### src/sv/ipid_pkg.sv
package ipid_pkg;

  localparam int PC_W = 4;
  localparam int CNT_W = 4;
  localparam logic [CNT_W-1:0] DIV_STEPS_M1 = CNT_W'(15);

  localparam logic [2:0] REG_SETPOINT        = 3'd0;
  localparam logic [2:0] REG_GAIN            = 3'd1;
  localparam logic [2:0] REG_INTEGRAL_TIME   = 3'd2;
  localparam logic [2:0] REG_SAMPLE_PERIOD   = 3'd3;
  localparam logic [2:0] REG_DERIVATIVE_TIME = 3'd4;

  typedef enum logic {
    SEQ_IDLE,
    SEQ_RUN
  } seq_state_t;

  typedef enum logic [2:0] {
    DIV_NONE,
    DIV_INIT_RD,
    DIV_INIT_RI,
    DIV_SAVE_RI,
    DIV_STEP
  } div_op_t;

  typedef enum logic [2:0] {
    MUL_NONE,
    MUL_K_P0,
    MUL_K_P1,
    MUL_K_P2,
    MUL_E0_Q0,
    MUL_E1_Q1,
    MUL_E2_Q2
  } mul_op_t;

  typedef enum logic [2:0] {
    WB_NONE,
    WB_Q0,
    WB_Q1,
    WB_Q2,
    WB_SUM_LOAD,
    WB_SUM_ADD
  } wb_op_t;

  typedef struct packed {
    div_op_t div_op;
    mul_op_t mul_op;
    wb_op_t  wb_op;
    logic    loop;
    logic    finish;
  } ucode_t;

  typedef struct packed {
    logic load;
    logic step;
  } div_ctrl_t;

  localparam ucode_t UC_NOP = '{div_op: DIV_NONE, mul_op: MUL_NONE, wb_op: WB_NONE,
                                loop: 1'b0, finish: 1'b0};

  function automatic ucode_t ucode_rom(input logic [PC_W-1:0] pc);
    ucode_t uc;
    uc = UC_NOP;
    case (pc)
      4'd0: begin
        uc.div_op = DIV_INIT_RD;
      end
      4'd1: begin
        uc.div_op = DIV_STEP;
        uc.loop = 1'b1;
      end
      4'd2: begin
        uc.div_op = DIV_INIT_RI;
      end
      4'd3: begin
        uc.div_op = DIV_STEP;
        uc.loop = 1'b1;
      end
      4'd4: begin
        uc.div_op = DIV_SAVE_RI;
        uc.mul_op = MUL_K_P0;
      end
      4'd5: begin
        uc.wb_op = WB_Q0;
        uc.mul_op = MUL_K_P1;
      end
      4'd6: begin
        uc.wb_op = WB_Q1;
        uc.mul_op = MUL_K_P2;
      end
      4'd7: begin
        uc.wb_op = WB_Q2;
        uc.mul_op = MUL_E0_Q0;
      end
      4'd8: begin
        uc.wb_op = WB_SUM_LOAD;
        uc.mul_op = MUL_E1_Q1;
      end
      4'd9: begin
        uc.wb_op = WB_SUM_ADD;
        uc.mul_op = MUL_E2_Q2;
      end
      4'd10: begin
        uc.wb_op = WB_SUM_ADD;
      end
      default: begin
        uc.finish = 1'b1;
      end
    endcase
    return uc;
  endfunction

endpackage

### src/sv/ipid_divider.sv
module ipid_divider (
  input  logic              clk,
  input  ipid_pkg::div_ctrl_t ctrl,
  input  logic [31:0]       dividend,
  input  logic [15:0]       divisor,
  output logic [31:0]       quotient
);
  import ipid_pkg::*;

  logic [15:0] dvs;
  logic [15:0] rem;
  logic [15:0] rem_next;
  logic [31:0] quo;
  logic [31:0] quo_next;
  logic [16:0] t1;
  logic [16:0] t2;
  logic [15:0] r1;
  logic        b1;
  logic        b0;

  always_comb begin
    t1 = {rem, quo[31]};
    b1 = (t1 >= {1'b0, dvs});
    r1 = b1 ? 16'(t1 - {1'b0, dvs}) : t1[15:0];
    t2 = {r1, quo[30]};
    b0 = (t2 >= {1'b0, dvs});
    rem_next = b0 ? 16'(t2 - {1'b0, dvs}) : t2[15:0];
    quo_next = {quo[29:0], b1, b0};
  end

  always_ff @(posedge clk) begin
    if (ctrl.load) begin
      dvs <= divisor;
      rem <= '0;
      quo <= dividend;
    end else if (ctrl.step) begin
      rem <= rem_next;
      quo <= quo_next;
    end
  end

  assign quotient = quo;

endmodule

### src/sv/incremental_pid_controller.sv
// Velocity-form PID controller. Each measured_value transaction yields one result
// transaction carrying the saturated error (Q7.8) and the updated, saturated control
// value (Q15.16). A transaction is accepted only while the block is idle; the next one
// can be accepted in the cycle after the result is formed. The work is done by the
// microcode program: two 16-step divisions on the shared two-bit-per-cycle divider
// form Td/T0 and T0/Ti, followed by six multiplies on one shared multiplier that
// build the coefficients and the increment. A stalled output holds the last step and
// delays the next acceptance. The user must keep configuration writes out of a running
// transaction so they take effect on the next one; the block itself does not enforce it.
module incremental_pid_controller (
  input  logic        clk,
  input  logic        rst,
  input  logic        cfg_write,
  input  logic [2:0]  cfg_index,
  input  logic [15:0] cfg_data,
  input  logic        in_valid,
  output logic        in_ready,
  input  logic signed [15:0] measured_value,
  output logic        out_valid,
  input  logic        out_ready,
  output logic signed [31:0] control_value,
  output logic signed [15:0] error_value
);
  import ipid_pkg::*;

  logic signed [15:0] setpoint;
  logic [15:0]        gain;
  logic [15:0]        integral_time;
  logic [15:0]        sample_period;
  logic [15:0]        derivative_time;

  seq_state_t         state;
  seq_state_t         state_next;
  logic [PC_W-1:0]    pc;
  logic [CNT_W-1:0]   cnt;
  ucode_t             uc;
  logic               running;
  logic               stall;
  logic               advance;
  logic               accept;
  div_ctrl_t          div_ctrl;

  logic [31:0]        div_dividend;
  logic [15:0]        div_divisor;
  logic [31:0]        quotient;

  logic signed [15:0] e0;
  logic signed [15:0] e1;
  logic signed [15:0] e2;
  logic signed [31:0] acc;
  logic signed [16:0] diff;
  logic signed [15:0] err_sat;
  logic [31:0]        rd;
  logic [31:0]        ri;
  logic signed [39:0] q0;
  logic signed [39:0] q1;
  logic signed [39:0] q2;
  logic signed [16:0] mul_a;
  logic signed [39:0] mul_b;
  logic signed [56:0] prod;
  logic signed [56:0] prod_next;
  logic signed [58:0] sum;
  logic signed [58:0] prod_ext;
  logic signed [51:0] acc_total;
  logic signed [31:0] acc_next;

  assign uc = ucode_rom(pc);
  assign accept = in_valid && in_ready;

  always_ff @(posedge clk) begin
    if (rst) begin
      setpoint        <= 16'sd1280;
      gain            <= 16'd410;
      integral_time   <= 16'd10;
      sample_period   <= 16'd10;
      derivative_time <= 16'd50;
    end else if (cfg_write) begin
      case (cfg_index)
        REG_SETPOINT:        setpoint        <= cfg_data;
        REG_GAIN:            gain            <= cfg_data;
        REG_INTEGRAL_TIME:   integral_time   <= cfg_data;
        REG_SAMPLE_PERIOD:   sample_period   <= cfg_data;
        REG_DERIVATIVE_TIME: derivative_time <= cfg_data;
        default: ;
      endcase
    end
  end

  always_comb begin
    state_next = state;
    case (state)
      SEQ_IDLE: begin
        if (in_valid) state_next = SEQ_RUN;
      end
      SEQ_RUN: begin
        if (advance && uc.finish) state_next = SEQ_IDLE;
      end
      default: state_next = SEQ_IDLE;
    endcase
  end

  always_comb begin
    in_ready = (state == SEQ_IDLE);
    running = (state == SEQ_RUN);
    stall = uc.finish && out_valid && !out_ready;
    advance = running && !stall;
    div_ctrl.load = advance && ((uc.div_op == DIV_INIT_RD) || (uc.div_op == DIV_INIT_RI));
    div_ctrl.step = advance && (uc.div_op == DIV_STEP);
  end

  always_ff @(posedge clk) begin
    if (rst) begin
      state <= SEQ_IDLE;
      pc <= '0;
      cnt <= '0;
      out_valid <= 1'b0;
    end else begin
      state <= state_next;
      if (accept) begin
        pc <= '0;
      end else if (advance && !(uc.loop && cnt != '0)) begin
        pc <= pc + PC_W'(1);
      end
      if (div_ctrl.load) begin
        cnt <= DIV_STEPS_M1;
      end else if (advance && uc.loop && cnt != '0) begin
        cnt <= cnt - CNT_W'(1);
      end
      if (advance && uc.finish) begin
        out_valid <= 1'b1;
      end else if (out_ready) begin
        out_valid <= 1'b0;
      end
    end
  end

  always_comb begin
    if (uc.div_op == DIV_INIT_RI) begin
      div_dividend = {sample_period, 16'd0};
      div_divisor = (integral_time == '0) ? 16'd1 : integral_time;
    end else begin
      div_dividend = {derivative_time, 16'd0};
      div_divisor = (sample_period == '0) ? 16'd1 : sample_period;
    end
  end

  ipid_divider u_divider (
    .clk      (clk),
    .ctrl     (div_ctrl),
    .dividend (div_dividend),
    .divisor  (div_divisor),
    .quotient (quotient)
  );

  always_comb begin
    diff = {setpoint[15], setpoint} - {measured_value[15], measured_value};
    if (diff[16] != diff[15]) begin
      err_sat = diff[16] ? -16'sd32768 : 16'sd32767;
    end else begin
      err_sat = diff[15:0];
    end
  end

  always_comb begin
    mul_a = {1'b0, gain};
    mul_b = '0;
    case (uc.mul_op)
      MUL_K_P0: mul_b = {8'd0, rd} + 40'sd65536;
      MUL_K_P1: mul_b = {8'd0, ri} - 40'sd65536 - {7'd0, rd, 1'b0};
      MUL_K_P2: mul_b = {8'd0, rd};
      MUL_E0_Q0: begin
        mul_a = {e0[15], e0};
        mul_b = q0;
      end
      MUL_E1_Q1: begin
        mul_a = {e1[15], e1};
        mul_b = q1;
      end
      MUL_E2_Q2: begin
        mul_a = {e2[15], e2};
        mul_b = q2;
      end
      default: mul_b = '0;
    endcase
  end

  assign prod_next = mul_a * mul_b;
  assign prod_ext = {{2{prod[56]}}, prod};

  always_comb begin
    acc_total = {{20{acc[31]}}, acc} + {sum[58], sum[58:8]};
    if (acc_total > 52'sd2147483647) begin
      acc_next = 32'sh7fffffff;
    end else if (acc_total < -52'sd2147483648) begin
      acc_next = 32'sh80000000;
    end else begin
      acc_next = acc_total[31:0];
    end
  end

  always_ff @(posedge clk) begin
    if (accept) e0 <= err_sat;
    if (advance) begin
      prod <= prod_next;
      case (uc.div_op)
        DIV_INIT_RI: rd <= quotient;
        DIV_SAVE_RI: ri <= quotient;
        default: ;
      endcase
      case (uc.wb_op)
        WB_Q0:       q0 <= prod[51:12];
        WB_Q1:       q1 <= prod[51:12];
        WB_Q2:       q2 <= prod[51:12];
        WB_SUM_LOAD: sum <= prod_ext;
        WB_SUM_ADD:  sum <= sum + prod_ext;
        default: ;
      endcase
    end
  end

  always_ff @(posedge clk) begin
    if (rst) begin
      acc <= '0;
      e1 <= '0;
      e2 <= '0;
    end else if (advance && uc.finish) begin
      acc <= acc_next;
      e1 <= e0;
      e2 <= e1;
    end
  end

  assign control_value = acc;
  assign error_value = e1;

  a_accept_starts: assert property (@(posedge clk) disable iff (rst)
    accept |=> (state == SEQ_RUN) && (pc == '0))
    else $error("Accepted transaction did not start the program at step zero.");

  a_stall_holds: assert property (@(posedge clk) disable iff (rst)
    (running && stall) |=> (state == SEQ_RUN) && $stable(pc) && $stable(acc))
    else $error("Final step advanced while the result register was still occupied.");

  a_loop_count: assert property (@(posedge clk) disable iff (rst)
    (advance && uc.loop && cnt != '0) |=> (cnt == $past(cnt) - CNT_W'(1)) && $stable(pc))
    else $error("Division loop counter or step counter misbehaved.");

endmodule
### config.mk
export PLATFORM = sky130hd
export DESIGN_NAME = incremental_pid_controller
export DESIGN_NICKNAME = d
export VERILOG_FILES = /design/src/sv/ipid_pkg.sv /design/src/sv/ipid_divider.sv /design/src/sv/incremental_pid_controller.sv
export SDC_FILE = /design/constraint.sdc
export NUM_CORES = 2
export LEC_CHECK = 0
export ABC_AREA = 1
export BUFFER_PORTS_ARGS = -buffer_cell sky130_fd_sc_hd__buf_2
export CAP_MARGIN = 0
export CORE_ASPECT_RATIO = 1.1
export CORE_UTILIZATION = 35
export CTS_CLUSTER_DIAMETER = 40
export DETAILED_ROUTE_END_ITERATION = 8
export PLACE_DENSITY = 0.49
export SYNTH_ARGS = -nofsm -noshare
export SYNTH_HDL_FRONTEND = slang
export SYNTH_HIERARCHICAL = 1
export SYNTH_SLANG_ARGS = --single-unit
### constraint.sdc
create_clock -name clk -period 9.7 [get_ports clk]
set_input_delay 1.455 -clock clk [delete_from_list [all_inputs] [get_ports clk]]
set_output_delay 1.455 -clock clk [all_outputs]
set_load 0.02 [all_outputs]
==> metrics.md <==
| Metric | Value |
|---|---|
| P_sw | `1760 uW` |
| RePlAce Congestion | `0.966` |
| Clock share of power | `48.8%` |
| Placement row count | `155` |
| Routed vias | `48305` |
| Vias in the first global route | `48872` |
| Fin. max-slew vios | `0` |
| Syn Inst Count | `7165` |
| Slowest-stage cell, CP | `fa_1` |
| Clk pin slew, worst setup/hold paths | `0.05 ns` |
| Final setup violation count | `0` |
| FILL cells | `16720` |
| Largest net degree at the start of global routing | `99` |
| Post-synth ARST share | `0%` |
| DRT iter0 DRCs | `3632` |
| Cts hold-fix bufs | `0` |
| Final Power | `6350 uW` |
| Switching share of power | `27.7%` |
| Most Frequent Cell on Critical Path | `nand2_1` |
| Starting Density | `35.2%` |
| PwrDens | `99.7 nW/um^2` |
| Layout cells sized above 1 | `8.35%` |
| Synth Register Bits | `534` |
| Worst endpoint required time | `10.22 ns` |
| Sequential share of the synthesized area | `25.1%` |
| Total track usage | `24.2%` |
| Maximum VDD drop | `121 uV` |
| Synthesis-to-finish area growth | `11.6%` |
| Io pins | `90` |
| Power share of the combinational group | `10.2%` |
| CORE AREA | `162000 sq um` |
| Final Cycle Share | `95.4%` |
| Crit path kind | `reg -> reg` |
| Overflow left after global routing | `0` |
| Internal Power | `4590 uW` |
| Mean Syn Cell Area | `7.96 sq um` |
| Max Root-Sink Buffers | `3` |
| Final Critical Period | `9.26 ns` |
| Synth unique cells | `76` |
| Yosys warning total | `6` |
| DR DRC count | `0` |
| Clk sink count | `534` |
| Port Buffers | `89` |
| H-tree levels | `3` |
| Relative slew slack | `18.2%` |
| Sequential share of power | `40.9%` |
| Fin. Hold Viols | `0` |
| Wirelength per Cell | `20.9 microns` |
| Die boundary width | `387 microns` |
| Final Skew | `0.0433 ns` |
| Drt total wl | `199000 microns` |
| Initial antenna violation count | `7` |
| Clock root buffer master | `clkbuf_16` |
| Insertion delay to the later sink of the worst-skew pair | `0.69 ns` |
| Setup crit end kind | `flop` |
| TritonCTS Buffers | `83` |
| Tightest Hold Check Type | `reg -> reg` |
| Total of max-cap violations | `0` |
| Number of routed nets with antenna violations | `0` |
| First-pass DRT Iterations | `7` |
| DIE AREA | `165000 sq um` |
| Worst-margin pin slew | `1.22 ns` |
| Critical Path Max Stage Delay | `0.56 ns` |
| Die Ht | `425 microns` |
| First-pass GRT wire length | `302000 microns` |
| Max Freq | `108 MHz` |
| Startpoint types | `flop` |
| Dominant synthesized flop cell | `edfxtp_1` |
| Post-synth EDFFs | `364` |
| CP Max Fanout | `10` |
| Setup TNS | `0 ns` |
| CP arrival | `9.78 ns` |
| Nets | `8354` |
| CTS tree | `done` |
| Vias per std cell | `5.07` |
| Dpl hpwl | `163000 microns` |
| Status | `completed` |
| Synth Cell Area | `57000 sq um` |
| Unrepaired setup endpoints after global routing | `true` |
| Leak | `0.0309 uW` |
==> routing by layer <==
metal	vias up	GRT usage (%)	routed length [microns]
li1	22968	-	-
met1	23788	33.1	90300
met2	1321	40.7	93500
met3	228	2.59	10600
met4	0	6.06	4710
met5	-	0	0
==> layout by cell type, fill, tap and decap left out, types with 38 or more instances in the layout <==
master / netlist / routed
nor2_1: 772 / 768
a31oi_1: 56 / 55
buf_4: 20 / 147
o21ai_0: 363 / 361
nor3_1: 41 / 38
inv_2: 49 / 44
a21oi_1: 459 / 457
ha_1: 327 / 327
nand2_2: 43 / 50
fa_1: 648 / 647
xor2_1: 90 / 90
edfxtp_1: 364 / 364
dfxtp_1: 170 / 170
clkbuf_16: 0 / 84
inv_1: 1282 / 1274
nand2_1: 1665 / 1657
xnor2_1: 75 / 75
nand4_1: 53 / 53
buf_2: 62 / 89
nand3_1: 174 / 174
==> power groups by stage <==
| stage | registers, uW | clock network [uW] | logic [uW] |
|---|---|---|---|
| 5_1_grt | 2610 | 3260 | 724 |
| 3_3_place_gp | 2640 | 0 | 640 |
| 2_1_floorplan | 2620 | 0 | 425 |
| 3_5_place_dp | 2650 | 0 | 644 |
| 4_1_cts | 2600 | 3170 | 647 |
| 6_report | 2600 | 3100 | 650 |
==> path summary, 6_finish.rpt <==
| check | startpoint | end | slack [ns] | cells after the start |
|---|---|---|---|---|
| min | e2[9] | e2[9] | 0.45 | 2 |
| min reg2reg | e2[9] | e2[9] | 0.45 | 2 |
| max | ri[1] | prod[35] | 0.44 | 40 |
| max reg2reg | ri[1] | prod[35] | 0.44 | 40 |
==> worst max-delay path: cells and delay by family, from the launching register on <==
family	cells	cell delay, ns
buf+inv	8	0.99
xor+xnor	1	0.39
simple gates	17	2.08
compound gates	5	1.16
fa+ha+maj	9	4.08
flops	1	0.37
==> through the flow <==
step                      util [%]  instance area [sq um]  setup slack [ns]  instances  hold slack [ns]
after floorplan                  -                  57100              1.42       7180            0.425
after global placement        37.4                  60600         -0.000576       9365            0.438
after detailed placement      37.4                  60600           -0.0516       9365            0.446
after CTS                     39.2                  63500            0.0642       9522            0.452
after global routing          39.3                  63700           -0.0538       9529            0.464
final                         39.3                  63700             0.444       9529            0.450
==> registers in the layout, summed over array words and instances, names as in the netlist, 32 cells and up <==
| name | cells |
|---|---|
| q1 | 40 |
| q2 | 40 |
| u_divider/quotient | 32 |
| prod | 57 |
| control_value | 32 |
| ri | 32 |
| q0 | 40 |
| rd | 32 |
| sum | 59 |
==> cell usage after synthesis (all sizes together), types with 3 or more instances <==
master / number / area [sq um]
a211oi: 7 / 65.1
a21boi: 15 / 116
a21o: 30 / 225
a21oi: 462 / 2330
a221oi: 22 / 249
a22o: 14 / 123
a31oi: 58 / 393
and2: 30 / 190
buf: 102 / 679
clkbuf: 70 / 263
clkinv: 3 / 11.3
dfxtp: 170 / 3400
edfxtp: 364 / 10900
fa: 648 / 13000
ha: 327 / 4090
inv: 1334 / 5010
nand2: 1713 / 6580
nand3: 189 / 1050
nand3b: 11 / 82.6
nand4: 55 / 365
nor2: 782 / 2990
nor3: 49 / 298
nor3b: 3 / 22.5
nor4: 27 / 220
o2111ai: 16 / 140
o211ai: 14 / 105
o21a: 13 / 97.6
o21ai: 403 / 2060
o21bai: 20 / 150
o221ai: 4 / 35.0
o31ai: 6 / 45.0
or2: 25 / 156
xnor2: 75 / 657
xor2: 91 / 805
==> cell type report <==
cell class | instances | area [sq um] | area share (%)
clock buffer | 96 | 2170 | 3.40
sequential | 534 | 14300 | 22.5
tap | 2119 | 2650 | 4.16
antenna | 1 | 2.50 | 0.00393
inverter | 1337 | 5060 | 7.95
multi-input combinational | 5138 | 37000 | 58.1
timing repair buffer | 245 | 1730 | 2.72
clock inverter | 59 | 719 | 1.13
==> repair_timing <==
item                       4_1_cts  5_1_grt
pin swaps                        1        2
resized for setup                0       39
setup endpoints to repair        3       21
buffers inserted                 2        5
gates cloned                     0        1
==> cells by family (layout without fill, tap and decap cells) <==
kind of cell / after synthesis / after routing / synth area share (%)
AOI/OAI and AO/OA: 1093 / 1093 / 10.9
xor gates and xnor gates: 166 / 166 / 2.56
adders and majority gates: 975 / 975 / 29.9
buffers and inverters: 1509 / 1737 / 10.5
DFF: 534 / 534 / 25.1
other: 1 / 17 / 0.00657
and+or+nand+nor: 2887 / 2888 / 21.0
No activity file was read; power rests on OpenSTA's default activity.
